## config.mk

```make
export PLATFORM = sky130hd
export DESIGN_NAME = control_stream_order_guard
export DESIGN_NICKNAME = d
export VERILOG_FILES = /design/src/csog_pkg.sv /design/src/control_stream_order_guard.sv /design/src/csog_front.sv /design/src/csog_queue.sv /design/src/csog_back.sv
export SDC_FILE = /design/constraint.sdc
export NUM_CORES = 1
export LEC_CHECK = 0
export BUFFER_PORTS_ARGS = -buffer_cell sky130_fd_sc_hd__buf_2
export CORE_ASPECT_RATIO = 0.5
export CORE_MARGIN = 4
export CORE_UTILIZATION = 51
export CTS_BUF_LIST = sky130_fd_sc_hd__clkbuf_8 sky130_fd_sc_hd__clkbuf_16
export CTS_CLUSTER_SIZE = 24
export DETAILED_ROUTE_END_ITERATION = 16
export PLACE_DENSITY = 0.73
export SLEW_MARGIN = 20
export SYNTH_ARGS = -nofsm -noshare
export SYNTH_HDL_FRONTEND = slang
export SYNTH_SLANG_ARGS = --single-unit
export TNS_END_PERCENT = 50
```

## constraint.sdc

```tcl
create_clock -name clk -period 19.8 [get_ports clk]
set_input_delay 0 -clock clk [delete_from_list [all_inputs] [get_ports clk]]
set_output_delay 0 -clock clk [all_outputs]
set_load 0.005 [all_outputs]
```

## src/csog_pkg.sv

```systemverilog
// ---------------------------------------------------------------------------
// csog_pkg: shared types and codes for the control stream order guard
// Field widths, result/action/verdict codes and the front-to-back
// descriptor that carries all results of one request.
// ---------------------------------------------------------------------------
`default_nettype none

package csog_pkg;

  // Sequence handling: low SEQ_BITS of the 53-bit field are significant.
  localparam int SEQ_BITS    = 53;
  localparam int SEQ_FIELD_W = 53;
  localparam int SEQ_W       = (SEQ_BITS < SEQ_FIELD_W) ? SEQ_BITS : SEQ_FIELD_W;

  localparam int CMD_W  = 3;
  localparam int TAG_W  = 64;
  localparam int GEN_W  = 32;
  localparam int KIND_W = 2;
  localparam int ACT_W  = 2;
  localparam int VRD_W  = 3;

  // Request commands
  localparam logic [CMD_W-1:0] CMD_ARM     = 3'd0;
  localparam logic [CMD_W-1:0] CMD_COMMAND = 3'd1;
  localparam logic [CMD_W-1:0] CMD_DISARM  = 3'd2;
  localparam logic [CMD_W-1:0] CMD_STOP    = 3'd3;

  // Result kinds
  localparam logic [KIND_W-1:0] KIND_REVOKE  = 2'd0;
  localparam logic [KIND_W-1:0] KIND_SWITCH  = 2'd1;
  localparam logic [KIND_W-1:0] KIND_EVENT   = 2'd2;
  localparam logic [KIND_W-1:0] KIND_VERDICT = 2'd3;

  // Event actions
  localparam logic [ACT_W-1:0] ACT_STOP = 2'd3;

  // Verdict codes
  localparam logic [VRD_W-1:0] VRD_OK         = 3'd0;
  localparam logic [VRD_W-1:0] VRD_DOWNSTREAM = 3'd1;
  localparam logic [VRD_W-1:0] VRD_BLOCKED    = 3'd2;
  localparam logic [VRD_W-1:0] VRD_NOT_ARMED  = 3'd3;
  localparam logic [VRD_W-1:0] VRD_MISMATCH   = 3'd4;
  localparam logic [VRD_W-1:0] VRD_SEQUENCE   = 3'd5;
  localparam logic [VRD_W-1:0] VRD_SWITCH_REJ = 3'd6;

  // Everything the back end needs to emit the results of one request.
  typedef struct packed {
    logic              stop_en;
    logic [KIND_W-1:0] stop_kind;
    logic [TAG_W-1:0]  stop_tag;
    logic [SEQ_W-1:0]  stop_seq;
    logic              evt_en;
    logic              vrd_en;
    logic [VRD_W-1:0]  vrd_code;
    logic [ACT_W-1:0]  action;
    logic [TAG_W-1:0]  tag;
    logic [SEQ_W-1:0]  seq;
  } desc_t;

  // Queue status seen by front and back
  typedef struct packed {
    logic full;
    logic empty;
  } q_stat_t;

endpackage

`default_nettype wire

```

## src/control_stream_order_guard.sv

```systemverilog
// ---------------------------------------------------------------------------
// control_stream_order_guard: order guard for a parsed motion control stream
// Authority check, arm/command/disarm/stop order check and stream switch
// handling; up to three results per request, delivered as a queue.
// ---------------------------------------------------------------------------
// Path: queue entry, back end's current descriptor register, output slot.
// Throughput: one request accepted per cycle while the two-entry descriptor
//   queue has room; the output slot drains one result per cycle unless it stalls
//   on out_pop, so the sustained request rate follows each result count.
// Reset: synchronous, active low; no stream armed, stream state zero, queue and
//   output slot empty.
`default_nettype none

module control_stream_order_guard (
  input  wire                              clk,
  input  wire                              rst_n,
  // request channel
  input  wire                              in_push,
  output logic                             in_full,
  input  wire [csog_pkg::CMD_W-1:0]        in_command,
  input  wire [csog_pkg::TAG_W-1:0]        in_stream_tag,
  input  wire [csog_pkg::SEQ_FIELD_W-1:0]  in_seq_number,
  input  wire                              in_lan_permitted,
  input  wire [csog_pkg::GEN_W-1:0]        in_authority_generation,
  input  wire                              in_stop_will_accept,
  input  wire                              in_event_will_accept,
  // result channel
  output logic                             out_empty,
  input  wire                              out_pop,
  output logic [csog_pkg::KIND_W-1:0]      out_result_kind,
  output logic [csog_pkg::ACT_W-1:0]       out_event_action,
  output logic [csog_pkg::TAG_W-1:0]       out_event_stream,
  output logic [csog_pkg::SEQ_FIELD_W-1:0] out_event_sequence,
  output logic [csog_pkg::VRD_W-1:0]       out_verdict_code,
  output logic                             out_last_of_run
);

  // Front: classifies the request against the live stream state and
  // commits the state in the accept cycle, so the next request sees it.
  // Each request that yields results becomes one descriptor holding all of them.
  logic              q_push;
  csog_pkg::desc_t   q_desc;

  // Queue between front and back; full is the request backpressure.
  csog_pkg::desc_t   head_desc;
  csog_pkg::q_stat_t q_stat;
  logic              q_pop;

  assign in_full = q_stat.full;

  csog_front u_front (
    .clk                     (clk),
    .rst_n                   (rst_n),
    .in_push                 (in_push),
    .q_full                  (q_stat.full),
    .in_command              (in_command),
    .in_stream_tag           (in_stream_tag),
    .in_seq_number           (in_seq_number),
    .in_lan_permitted        (in_lan_permitted),
    .in_authority_generation (in_authority_generation),
    .in_stop_will_accept     (in_stop_will_accept),
    .in_event_will_accept    (in_event_will_accept),
    .q_push                  (q_push),
    .q_desc                  (q_desc)
  );

  csog_queue u_queue (
    .clk       (clk),
    .rst_n     (rst_n),
    .push      (q_push),
    .push_desc (q_desc),
    .pop       (q_pop),
    .head_desc (head_desc),
    .stat      (q_stat)
  );

  // Back: emits stop, forwarded event and verdict in that order, one per
  // cycle, through a registered output slot that may stall on out_pop.
  csog_back u_back (
    .clk                (clk),
    .rst_n              (rst_n),
    .head_desc          (head_desc),
    .q_stat             (q_stat),
    .q_pop              (q_pop),
    .out_pop            (out_pop),
    .out_empty          (out_empty),
    .out_result_kind    (out_result_kind),
    .out_event_action   (out_event_action),
    .out_event_stream   (out_event_stream),
    .out_event_sequence (out_event_sequence),
    .out_verdict_code   (out_verdict_code),
    .out_last_of_run    (out_last_of_run)
  );

endmodule

`default_nettype wire

```

## src/csog_front.sv

```systemverilog
// ---------------------------------------------------------------------------
// csog_front: authority check, order check and stream state
// Classifies one request per cycle while the queue has room, commits the
// stream state and hands a result descriptor to the queue.
// ---------------------------------------------------------------------------
`default_nettype none

module csog_front (
  input  wire                           clk,
  input  wire                           rst_n,
  input  wire                           in_push,
  input  wire                           q_full,
  input  wire [csog_pkg::CMD_W-1:0]     in_command,
  input  wire [csog_pkg::TAG_W-1:0]     in_stream_tag,
  input  wire [csog_pkg::SEQ_FIELD_W-1:0] in_seq_number,
  input  wire                           in_lan_permitted,
  input  wire [csog_pkg::GEN_W-1:0]     in_authority_generation,
  input  wire                           in_stop_will_accept,
  input  wire                           in_event_will_accept,
  output logic                          q_push,
  output csog_pkg::desc_t               q_desc
);

  logic                         live_r, live_nxt;
  logic [csog_pkg::TAG_W-1:0]   tag_r, tag_nxt;
  logic [csog_pkg::SEQ_W-1:0]   seq_r, seq_nxt;
  logic [csog_pkg::GEN_W-1:0]   gen_r, gen_nxt;

  logic                         accept;
  logic                         revoke;
  logic                         live1;
  logic                         is_req;
  logic                         is_arm;
  logic                         is_cmd;
  logic                         is_end;
  logic                         switch_stop;
  logic                         forward;
  logic [csog_pkg::VRD_W-1:0]   code;
  logic [csog_pkg::SEQ_W-1:0]   seq_in;
  logic                         tag_eq;
  logic                         seq_old;

  assign seq_in = in_seq_number[csog_pkg::SEQ_W-1:0];
  assign accept = in_push && !q_full;
  assign revoke = live_r && (!in_lan_permitted || (gen_r != in_authority_generation));
  assign live1  = live_r && !revoke;
  assign is_req = (in_command[2] == 1'b0);
  assign is_arm = (in_command == csog_pkg::CMD_ARM);
  assign is_cmd = (in_command == csog_pkg::CMD_COMMAND);
  assign is_end = (in_command == csog_pkg::CMD_DISARM) || (in_command == csog_pkg::CMD_STOP);
  assign tag_eq  = (in_stream_tag == tag_r);
  assign seq_old = (seq_in <= seq_r);

  // Order check; state seen here is after the authority check
  always_comb begin
    switch_stop = 1'b0;
    forward     = 1'b0;
    code        = csog_pkg::VRD_OK;
    priority if ((is_arm || is_cmd) && !in_lan_permitted) begin
      code = csog_pkg::VRD_BLOCKED;
    end else if (is_cmd && !live1) begin
      code = csog_pkg::VRD_NOT_ARMED;
    end else if (is_cmd && !tag_eq) begin
      code = csog_pkg::VRD_MISMATCH;
    end else if ((is_cmd || (is_arm && live1 && tag_eq)) && seq_old) begin
      code = csog_pkg::VRD_SEQUENCE;
    end else if (is_arm && live1 && !tag_eq && !in_stop_will_accept) begin
      switch_stop = 1'b1;
      code        = csog_pkg::VRD_SWITCH_REJ;
    end else begin
      switch_stop = is_arm && live1 && !tag_eq;
      forward     = 1'b1;
      code        = in_event_will_accept ? csog_pkg::VRD_OK : csog_pkg::VRD_DOWNSTREAM;
    end
  end

  // Stream state commit
  always_comb begin
    live_nxt = live_r;
    tag_nxt  = tag_r;
    seq_nxt  = seq_r;
    gen_nxt  = gen_r;
    if (accept) begin
      if (revoke || (is_req && switch_stop) || (is_req && forward && is_end)) begin
        live_nxt = 1'b0;
        tag_nxt  = '0;
        seq_nxt  = '0;
        gen_nxt  = '0;
      end
      if (is_req && forward && in_event_will_accept) begin
        if (is_arm) begin
          live_nxt = 1'b1;
          tag_nxt  = in_stream_tag;
          gen_nxt  = in_authority_generation;
          seq_nxt  = seq_in;
        end else if (is_cmd) begin
          seq_nxt  = seq_in;
        end
      end
    end
  end

  always_ff @(posedge clk) begin
    if (!rst_n) begin
      live_r <= 1'b0;
      tag_r  <= '0;
      seq_r  <= '0;
      gen_r  <= '0;
    end else begin
      live_r <= live_nxt;
      tag_r  <= tag_nxt;
      seq_r  <= seq_nxt;
      gen_r  <= gen_nxt;
    end
  end

  // Revoke and switch stops exclude each other; both carry the live stream
  always_comb begin
    q_desc.stop_en   = revoke || (is_req && switch_stop);
    q_desc.stop_kind = revoke ? csog_pkg::KIND_REVOKE : csog_pkg::KIND_SWITCH;
    q_desc.stop_tag  = tag_r;
    q_desc.stop_seq  = seq_r;
    q_desc.evt_en    = is_req && forward;
    q_desc.vrd_en    = is_req;
    q_desc.vrd_code  = code;
    q_desc.action    = in_command[csog_pkg::ACT_W-1:0];
    q_desc.tag       = in_stream_tag;
    q_desc.seq       = seq_in;
  end

  // A poll with no revocation yields nothing and is not queued
  assign q_push = accept && (revoke || is_req);

endmodule

`default_nettype wire

```

## src/csog_queue.sv

```systemverilog
// ---------------------------------------------------------------------------
// csog_queue: two-entry descriptor queue
// Decouples request classification from result sequencing.
// ---------------------------------------------------------------------------
`default_nettype none

module csog_queue (
  input  wire                clk,
  input  wire                rst_n,
  input  wire                push,
  input  wire csog_pkg::desc_t push_desc,
  input  wire                pop,
  output csog_pkg::desc_t    head_desc,
  output csog_pkg::q_stat_t  stat
);

  csog_pkg::desc_t mem_r [2];
  logic            wr_ptr_r, wr_ptr_nxt;
  logic            rd_ptr_r, rd_ptr_nxt;
  logic [1:0]      cnt_r, cnt_nxt;
  logic            do_push;
  logic            do_pop;

  assign stat.full  = (cnt_r == 2'd2);
  assign stat.empty = (cnt_r == 2'd0);
  assign do_push    = push && !stat.full;
  assign do_pop     = pop && !stat.empty;
  assign head_desc  = mem_r[rd_ptr_r];

  always_comb begin
    wr_ptr_nxt = do_push ? !wr_ptr_r : wr_ptr_r;
    rd_ptr_nxt = do_pop  ? !rd_ptr_r : rd_ptr_r;
    cnt_nxt    = cnt_r + {1'b0, do_push} - {1'b0, do_pop};
  end

  always_ff @(posedge clk) begin
    if (!rst_n) begin
      wr_ptr_r <= 1'b0;
      rd_ptr_r <= 1'b0;
      cnt_r    <= 2'd0;
    end else begin
      wr_ptr_r <= wr_ptr_nxt;
      rd_ptr_r <= rd_ptr_nxt;
      cnt_r    <= cnt_nxt;
    end
  end

  always_ff @(posedge clk) begin
    if (do_push) begin
      mem_r[wr_ptr_r] <= push_desc;
    end
  end

endmodule

`default_nettype wire

```

## src/csog_back.sv

```systemverilog
// ---------------------------------------------------------------------------
// csog_back: result sequencer and output register
// Walks the results of one descriptor, one per cycle unless the output slot stalls on out_pop, into the slot.
// ---------------------------------------------------------------------------
`default_nettype none

module csog_back (
  input  wire                             clk,
  input  wire                             rst_n,
  input  wire csog_pkg::desc_t            head_desc,
  input  wire csog_pkg::q_stat_t          q_stat,
  output logic                            q_pop,
  input  wire                             out_pop,
  output logic                            out_empty,
  output logic [csog_pkg::KIND_W-1:0]     out_result_kind,
  output logic [csog_pkg::ACT_W-1:0]      out_event_action,
  output logic [csog_pkg::TAG_W-1:0]      out_event_stream,
  output logic [csog_pkg::SEQ_FIELD_W-1:0] out_event_sequence,
  output logic [csog_pkg::VRD_W-1:0]      out_verdict_code,
  output logic                            out_last_of_run
);

  // rem bits: 0 stop, 1 forwarded event, 2 verdict
  csog_pkg::desc_t cur_r, cur_nxt;
  logic [2:0]      rem_r, rem_nxt;
  logic            ov_r, ov_nxt;

  logic [csog_pkg::KIND_W-1:0] kind_r, kind_nxt;
  logic [csog_pkg::ACT_W-1:0]  act_r, act_nxt;
  logic [csog_pkg::TAG_W-1:0]  strm_r, strm_nxt;
  logic [csog_pkg::SEQ_W-1:0]  seq_r, seq_nxt;
  logic [csog_pkg::VRD_W-1:0]  vrd_r, vrd_nxt;
  logic                        last_r, last_nxt;

  logic       take;
  logic [2:0] sel;
  logic [2:0] rem_after;
  logic       load_cur;

  assign take      = (rem_r != 3'b000) && (!ov_r || out_pop);
  assign sel       = rem_r & (~rem_r + 3'b001);
  assign rem_after = rem_r & ~sel;
  assign load_cur  = (rem_r == 3'b000) || (take && (rem_after == 3'b000));
  assign q_pop     = load_cur && !q_stat.empty;

  always_comb begin
    cur_nxt = cur_r;
    rem_nxt = take ? rem_after : rem_r;
    if (q_pop) begin
      cur_nxt = head_desc;
      rem_nxt = {head_desc.vrd_en, head_desc.evt_en, head_desc.stop_en};
    end
  end

  always_comb begin
    ov_nxt   = ov_r && !out_pop;
    kind_nxt = kind_r;
    act_nxt  = act_r;
    strm_nxt = strm_r;
    seq_nxt  = seq_r;
    vrd_nxt  = vrd_r;
    last_nxt = last_r;
    if (take) begin
      ov_nxt   = 1'b1;
      last_nxt = (rem_after == 3'b000);
      unique case (1'b1)
        sel[0]: begin
          kind_nxt = cur_r.stop_kind;
          act_nxt  = csog_pkg::ACT_STOP;
          strm_nxt = cur_r.stop_tag;
          seq_nxt  = cur_r.stop_seq;
          vrd_nxt  = csog_pkg::VRD_OK;
        end
        sel[1]: begin
          kind_nxt = csog_pkg::KIND_EVENT;
          act_nxt  = cur_r.action;
          strm_nxt = cur_r.tag;
          seq_nxt  = cur_r.seq;
          vrd_nxt  = csog_pkg::VRD_OK;
        end
        default: begin
          kind_nxt = csog_pkg::KIND_VERDICT;
          act_nxt  = cur_r.action;
          strm_nxt = cur_r.tag;
          seq_nxt  = cur_r.seq;
          vrd_nxt  = cur_r.vrd_code;
        end
      endcase
    end
  end

  always_ff @(posedge clk) begin
    if (!rst_n) begin
      rem_r <= 3'b000;
      ov_r  <= 1'b0;
    end else begin
      rem_r <= rem_nxt;
      ov_r  <= ov_nxt;
    end
  end

  always_ff @(posedge clk) begin
    cur_r  <= cur_nxt;
    kind_r <= kind_nxt;
    act_r  <= act_nxt;
    strm_r <= strm_nxt;
    seq_r  <= seq_nxt;
    vrd_r  <= vrd_nxt;
    last_r <= last_nxt;
  end

  assign out_empty          = !ov_r;
  assign out_result_kind    = kind_r;
  assign out_event_action   = act_r;
  assign out_event_stream   = strm_r;
  assign out_event_sequence = csog_pkg::SEQ_FIELD_W'(seq_r);
  assign out_verdict_code   = vrd_r;
  assign out_last_of_run    = last_r;

`ifndef SYNTHESIS
  // A stalled slot keeps the pending results of the current request
  a_rem_hold: assert property (@(posedge clk) disable iff (!rst_n)
    (rem_r != 3'b000) && ov_r && !out_pop |=> (rem_r == $past(rem_r)))
    else $error("pending results changed during stall");

  // Finishing the walk of a descriptor marks the end of its run
  a_last_mark: assert property (@(posedge clk) disable iff (!rst_n)
    take && (rem_after == 3'b000) |=> (ov_r && last_r))
    else $error("run end not flagged");

  // New descriptor only when the current one is spent
  a_pop_spent: assert property (@(posedge clk) disable iff (!rst_n)
    q_pop |-> ((rem_r == 3'b000) || (take && $onehot(rem_r))))
    else $error("descriptor popped while results pending");
`endif

endmodule

`default_nettype wire
```

## Word level (Yosys, flattened, before mapping)

Memories as Yosys holds them, arrays and structs flattened. A register that Yosys moved wholly into a read port is not among the register bits.
Cells that the tools add are included.

- Register bits after elaboration: 524
- Memory bits (writable): 486
- Word-level logic and storage cells: 127
- Memories: 1

Memory list:

| memory | words | bits a word | rd ports | clocked after Yosys merged registers in | wr ports | RTL line | RTL |
|---|---|---|---|---|---|---|---|
| u_queue.mem_r | 2 | 243 | 1 | 1 | 1 | csog_queue.sv:17 | `csog_pkg::desc_t mem_r [2];` |

- Add/sub/neg operators: 3
- $lt $le $gt $ge: 1
- Equality and inequality tests: 6
- Muxes and demuxes: 40
- Bitwise operators: 5
- Reductions and logical operators: 49

Operators by type and width:

| kind | count |
|---|---|
| 2-to-1 mux 53 bit | 5 |
| 2-to-1 mux 64 bit | 4 |
| 2-to-1 mux 32 bit | 3 |
| equality test 64 bit | 1 |
| <= comparator 53 bit | 1 |
| inequality test 32 bit | 1 |
| logical AND 1 bit | 22 |
| 2-to-1 mux 3 bit | 7 |
| 2-to-1 mux 1 bit | 20 |
| logical NOT 1 bit | 11 |
| logical NOT 3 bit | 3 |
| logical OR 1 bit | 9 |
| AND 3 bit | 2 |
| equality test 3 x 2 -> 1 bit (second input constant) | 2 |
| NOT 3 bit | 2 |
| case mux 2 bit (2 select lines) | 1 |
| adder 3 x 1 -> 3 bit (second input constant) | 1 |
| equality test 3 x 1 -> 1 bit (second input constant) | 1 |
| nonzero test 3 bit | 1 |
| adder 2 x 1 -> 2 bit | 1 |
| equality test 2 bit (second input constant) | 1 |
| logical NOT 2 bit | 1 |
| nonzero test 2 bit | 1 |
| OR reduction 2 bit | 1 |
| 2 further kinds | 2 |

## Logic depth before layout (Yosys ltp)

- Depth after elaboration: 20
- Gate-level depth with buffers: 13

## Hierarchy

A second synthesis with hierarchy kept.

- Cell total of the unflattened synthesis: 2,348
- Area total of the unflattened synthesis: 40,619.0 sq um

By module, submodules not included:

| module | instances | cells each | area an instance (sq um) | sequential area each (sq um) |
|---|---|---|---|---|
| csog_queue | 1 | 786 | 18,490.2 | 14,754.2 |
| csog_back | 1 | 539 | 13,090.1 | 11,070.6 |
| csog_front | 1 | 1,023 | 9,038.7 | 3,002.9 |

## Worst setup path before layout

OpenSTA, ideal clock, no wires.

- Path type: flip-flop to flip-flop
- Start: register u_queue.cnt_r[1]
- End: memory u_queue.mem_r[0][0] (netlist bit), enable pin
- Data arrival time: 12.007 ns
- Data required time: 18.920 ns
- Path slack: 6.913 ns
- Cell stages (with the launch flop): 6
- Path buffers: 1
- Period minus slack after synthesis: 12.887 ns
- Path through: dfxtp_1 > nor2b_1 > nor2b_1 > clkbuf_1 > a21boi_0 > nor2b_1

- Longest elaborated chain between the ends: 7

Ends and longest elaborated chain:

| what | RTL line | RTL |
|---|---|---|
| start, declared | csog_queue.sv:20 | `logic [1:0] cnt_r, cnt_nxt;` |
| start signal, assigned | csog_queue.sv:44 | `cnt_r <= cnt_nxt;` |
| equality test 2 bit (*) | csog_queue.sv:24 | `assign stat.full = (cnt_r == 2'd2);` |
| net in_full | control_stream_order_guard.sv:19 | `output logic in_full,` |
| logical NOT 1 bit (*) | csog_front.sv:44, csog_queue.sv:26 |  |
| logical AND 1 bit | csog_front.sv:44 | `assign accept = in_push && !q_full;` |
| logical AND 1 bit | csog_front.sv:132 | `assign q_push = accept && (revoke \|\| is_req);` |
| logical AND 1 bit (*) | csog_queue.sv:26 | `assign do_push = push && !stat.full;` |
| net u_queue.do_push | csog_queue.sv:21 | `logic do_push;` |
| 2-to-1 mux 1 bit (*) | csog_queue.sv:49 | `if (do_push) begin` |
| 2-to-1 mux 1 bit (implied by the code) (*) | csog_queue.sv:50 | `mem_r[wr_ptr_r] <= push_desc;` |
| end, declared | csog_queue.sv:17 |  |

Mark *: on every way through the listed nets, which the timed path passes. The rest lies on a longest branch.

## Worst setup path in the final report

- Start: register u_front.seq_r[16] (netlist bit)
- End: register u_front.tag_r[8] (netlist bit)

- Longest elaborated chain between the ends: 12
- Elaborated cells between the ends (all ways): 19
- Classes of those cells: 1 x order compare; 11 x mux; 7 x reduce/logical

Ends and longest elaborated chain:

| what | RTL line | RTL |
|---|---|---|
| start, declared | csog_front.sv:26 | `logic [csog_pkg::SEQ_W-1:0] seq_r, seq_nxt;` |
| start signal, assigned | csog_front.sv:112 | `seq_r <= seq_nxt;` |
| <= comparator 53 bit (*) | csog_front.sv:52 | `assign seq_old = (seq_in <= seq_r);` |
| logical AND 1 bit (*) | csog_front.sv:65 | `end else if ((is_cmd \|\| (is_arm && live1 && tag_eq)) && seq_old) begin` |
| 2-to-1 mux 1 bit | csog_front.sv:65 |  |
| 2-to-1 mux 1 bit | csog_front.sv:63 | `end else if (is_cmd && !tag_eq) begin` |
| 2-to-1 mux 1 bit | csog_front.sv:61 | `end else if (is_cmd && !live1) begin` |
| 2-to-1 mux 1 bit | csog_front.sv:59 | `priority if ((is_arm \|\| is_cmd) && !in_lan_permitted) begin` |
| logical AND 1 bit, on equally long branches | csog_front.sv:84, csog_front.sv:90 |  |
| logical OR 1 bit / logical AND 1 bit (equally long branches) | csog_front.sv:84 | `if (revoke \|\| (is_req && switch_stop) \|\| (is_req && forward && is_end)) begin` |
| logical OR 1 bit | csog_front.sv:84 |  |
| 2-to-1 mux 64 bit | csog_front.sv:84 |  |
| 2-to-1 mux 64 bit | csog_front.sv:91 | `if (is_arm) begin` |
| 2-to-1 mux 64 bit (*) | csog_front.sv:90 | `if (is_req && forward && in_event_will_accept) begin` |
| end signal, assigned | csog_front.sv:111 | `tag_r <= tag_nxt;` |
| end, declared | csog_front.sv:25 | `logic [csog_pkg::TAG_W-1:0] tag_r, tag_nxt;` |

Mark *: on every way between the ends. The rest lies on a longest branch, timed or not.
A chain may end at the register's enable or synchronous reset.

==> impl_metrics.sql <==
INSERT INTO impl_metrics (metric_group, metric, value, unit) VALUES
('status', 'outcome', 'complete, no violations', ''),
('setup_path', 'timing.critical_path.slowest_cell_delay', '0.82', 'ns'),
('placement', 'pre_cts_ws', '14.62', 'ns'),
('placement', 'dp_hpwl', '47500', 'um'),
('final_layout', 'finalNetCount', '2881', ''),
('setup_path', 'worst_ep_required_time', '20.36', 'ns'),
('floorplan', 'dieWidth', '396', 'um'),
('route', 'route.detailed.drc', '0', ''),
('global_route', 'first_global_vias', '21200', ''),
('setup_path', 'worst-path-buf-inv', '3', ''),
('clock_tree', 'insertion_delay', '0.64', 'ns'),
('floorplan', 'core_region_area', '73700', 'sq um'),
('power', 'clock_power_share', '29.3', '%'),
('global_route', 'antenna_found_initial', '2', ''),
('clock_tree', 'clk_pin_slew', '0.07', 'ns'),
('route', 'vias_per_cell', '5.47', ''),
('setup_path', 'arrival', '5.66', 'ns'),
('final_layout', 'drive_above_1_share', '29.5', '%'),
('logic_synthesis', 'postSynthCellCount', '2216', ''),
('setup_path', 'startpoint_type', 'flop', ''),
('final_layout', 'n_fill_cell', '5315', ''),
('floorplan', 'num_io_pins', '286', ''),
('logic_synthesis', 'mean_post_synth_cell_area', '17.3', 'sq um'),
('final_layout', 'final-seq-area', '28700', 'sq um'),
('floorplan', 'dieArea', '79900', 'sq um'),
('final_layout', 'areaGrowthSynthToFinish', '17.8', '%'),
('clock_tree', 'tritoncts.num_buffers', '85', ''),
('power', 'power_leakage', '15.6', 'nW'),
('route', 'routedLengthMet1', '32900', 'um'),
('route', 'routedWlPerCell', '21.6', 'um'),
('sta', 'final_critical_path_setup_slack', '14.70', 'ns'),
('clock_tree', 'tritoncts', 'yes', ''),
('sta', 'setup_viol_count_final', '0', ''),
('power', 'power.density_cell_area', '123', 'nW/um^2'),
('floorplan', 'placement_rows', '70', ''),
('sta', 'post-route-min-period', '5.10', 'ns'),
('placement', 'dp_cells', '3432', ''),
('global_route', 'pin_count_of_the_biggest_net_entering_global_routing', '146', ''),
('logic_synthesis', 'synth_edf_count', '851', ''),
('logic_synthesis', 'synth.cell_area', '38300', 'sq um'),
('global_route', 'grt_first_pass_wirelength', '124000', 'um'),
('final_layout', 'most-common-layout-cells', 'sky130_fd_sc_hd__edfxtp_1, sky130_fd_sc_hd__mux2_2, sky130_fd_sc_hd__buf_2, sky130_fd_sc_hd__dfxtp_1, sky130_fd_sc_hd__dlygate4sd3_1', ''),
('final_layout', 'multiInputGateArea', '9000', 'sq um'),
('sta', 'fin_hold_ws', '0.108', 'ns'),
('clock_tree', 'clock-sinks', '1010', ''),
('min_path', 'hold_path_class', 'in -> reg', ''),
('logic_synthesis', 'yosysWarnings', '0', ''),
('sta', 'relSlewSlack', '26.1', '%'),
('logic_synthesis', 'synth-main-ff-cell', 'sky130_fd_sc_hd__edfxtp_1', ''),
('clock_tree', 'cts_buffer_depth', '3', ''),
('final_layout', 'post_layout_nonfiller_instances', '3742', ''),
('sta', 'max_clock_freq', '0.196', 'GHz'),
('floorplan', 'die_y', '202', 'um'),
('setup_path', 'cp_cell_sequence', 'inv_1 -> ha_1 -> nand4_1 -> nor4_1 -> nand3_1 -> nor2b_1 -> o21ai_0 -> nand3_1 -> a211oi_4 -> buf_4 -> buf_4 -> a22o_1', ''),
('power', 'seq_power_share', '54.1', '%'),
('global_route', 'track_usage', '19.9', '%'),
('logic_synthesis', 'synth-seq-area-share', '75.0', '%'),
('final_layout', 'layout.cell_area.non_filler', '45200', 'sq um'),
('setup_path', 'cp_top_family', 'simple AND/OR/NAND/NOR gates', ''),
('sta', 'fin_setup_tns', '0', 'ns'),
('route', 'routed-wl-met2', '42600', 'um'),
('route', 'met3_length', '3240', 'um'),
('sta', 'tightestPinTransition', '1.11', 'ns'),
('clock_tree', 'cts_repair_resize_count', '0', ''),
('setup_path', 'setup.worst_path.end_class', 'flop', ''),
('sta', 'finalCritPeriodShare', '25.8', '%'),
('clock_tree', 'cts.htree.levels', '3', ''),
('placement', 'globalplace.congestion', '0.809', ''),
('route', 'topRoutingLayerUsed', 'met4', ''),
('setup_path', 'cp_max_fo', '62', ''),
('sta', 'final-max-slew-violation-count', '0', '');
==> layer usage <==
metal | global-route usage [%] | vias to the layer above
li1 | - | 9446
met1 | 24.9 | 10400
met2 | 35.9 | 470
met3 | 3.05 | 128
met4 | 5.89 | 0
met5 | 0 | -
==> registers in the layout (all words and copies together), names as in the netlist, 2 cells and up, named ones only <==
name	cells
u_back.out_event_action	2
u_queue.cnt_r	2
u_front.gen_r	32
u_back.out_event_stream	64
u_queue.mem_r	486
u_front.seq_r	53
u_front.tag_r	64
u_back.cur_r	240
u_back.rem_r	3
u_back.out_result_kind	2
u_back.out_verdict_code	3
u_back.out_event_sequence	53
==> stage by stage <==
stage	util (%)	total power [mW]
2_1_floorplan	-	3.66
3_3_place_gp	55.4	3.95
3_5_place_dp	55.4	3.98
4_1_cts	61.2	5.63
5_1_grt	61.2	5.80
6_report	61.2	5.56
==> power groups by stage <==
stage          Sequential [mW]  Clock (mW)  Combinational (mW)
5_1_grt                   3.05        1.75                1.00
4_1_cts                   3.02        1.66               0.945
2_1_floorplan             3.10           0               0.561
3_3_place_gp              3.05           0               0.899
6_report                  3.01        1.63               0.925
3_5_place_dp              3.07           0               0.914
==> final cells by class <==
type / count / area share (%)
Sequential cell: 1010 / 63.7
Multi-Input combinational cell: 1042 / 19.9
Timing Repair Buffer: 465 / 7.05
Clock buffer: 98 / 5.16
Tap cell: 1008 / 2.79
Clock inverter: 55 / 0.845
Inverter: 63 / 0.540
Antenna cell: 1 / 0.00554
==> cell usage after synthesis, types with 4 or more instances <==
master / n / area (sq um)
sky130_fd_sc_hd__edfxtp_1: 851 / 25600
sky130_fd_sc_hd__mux2_2: 357 / 4020
sky130_fd_sc_hd__dfxtp_1: 159 / 3180
sky130_fd_sc_hd__a22o_1: 96 / 841
sky130_fd_sc_hd__clkbuf_1: 82 / 308
sky130_fd_sc_hd__xnor2_1: 79 / 692
sky130_fd_sc_hd__nor2_1: 74 / 278
sky130_fd_sc_hd__nand2_1: 73 / 274
sky130_fd_sc_hd__inv_1: 62 / 233
sky130_fd_sc_hd__ha_1: 55 / 688
sky130_fd_sc_hd__o31ai_1: 54 / 405
sky130_fd_sc_hd__a31oi_1: 39 / 244
sky130_fd_sc_hd__nand4_1: 35 / 219
sky130_fd_sc_hd__a21oi_1: 28 / 140
sky130_fd_sc_hd__xor2_1: 22 / 193
sky130_fd_sc_hd__o21ai_0: 15 / 75.1
sky130_fd_sc_hd__nor3b_1: 14 / 105
sky130_fd_sc_hd__a41oi_1: 13 / 114
sky130_fd_sc_hd__nor4_1: 13 / 81.3
sky130_fd_sc_hd__buf_2: 11 / 55.1
sky130_fd_sc_hd__nand3_1: 9 / 45.0
sky130_fd_sc_hd__nor3_1: 7 / 35.0
sky130_fd_sc_hd__nor2b_1: 6 / 37.5
sky130_fd_sc_hd__a21o_1: 5 / 37.5
sky130_fd_sc_hd__and2_1: 5 / 31.3
sky130_fd_sc_hd__buf_4: 5 / 37.5
sky130_fd_sc_hd__or2_2: 4 / 25.0
==> cell families (layout without fill, tap and decap cells) <==
family          after synthesis  count (layout)  share of synthesized area (%)
flops                      1010            1010                           75.0
mux                         360             360                           10.6
compound gates              273             273                           5.42
simple gates                252             252                           3.23
buf+inv                     164             681                           1.69
xor+xnor                    101             101                           2.31
fa+ha+maj                    56              56                           1.82
other cells                   0               1                              0
==> final timing paths <==
path                      from                     to  depth (start not counted)
min                      rst_n       u_front.seq_r[5]                          4
min reg2reg  u_front.seq_r[28]  u_queue.mem_r[1][152]                          0
max          u_front.seq_r[16]       u_front.tag_r[8]                         12
max reg2reg  u_front.seq_r[16]       u_front.tag_r[8]                         12
==> worst reg2reg max path: cells and delay by family, from the launching register on <==
kind	cells	cell delay, ns
buffers and inverters	3	1.16
AO/OA/AOI/OAI	3	1.03
adder cells (fa/ha/maj)	1	0.30
flip-flops	1	0.37
AND/OR/NAND/NOR	5	2.17
==> timing repair <==
action	CTS	global route
endpoints found under the hold margin	400	0
setup endpoints to repair	0	0
hold buffers	156	0
No activity file was read; power rests on OpenSTA's default activity.
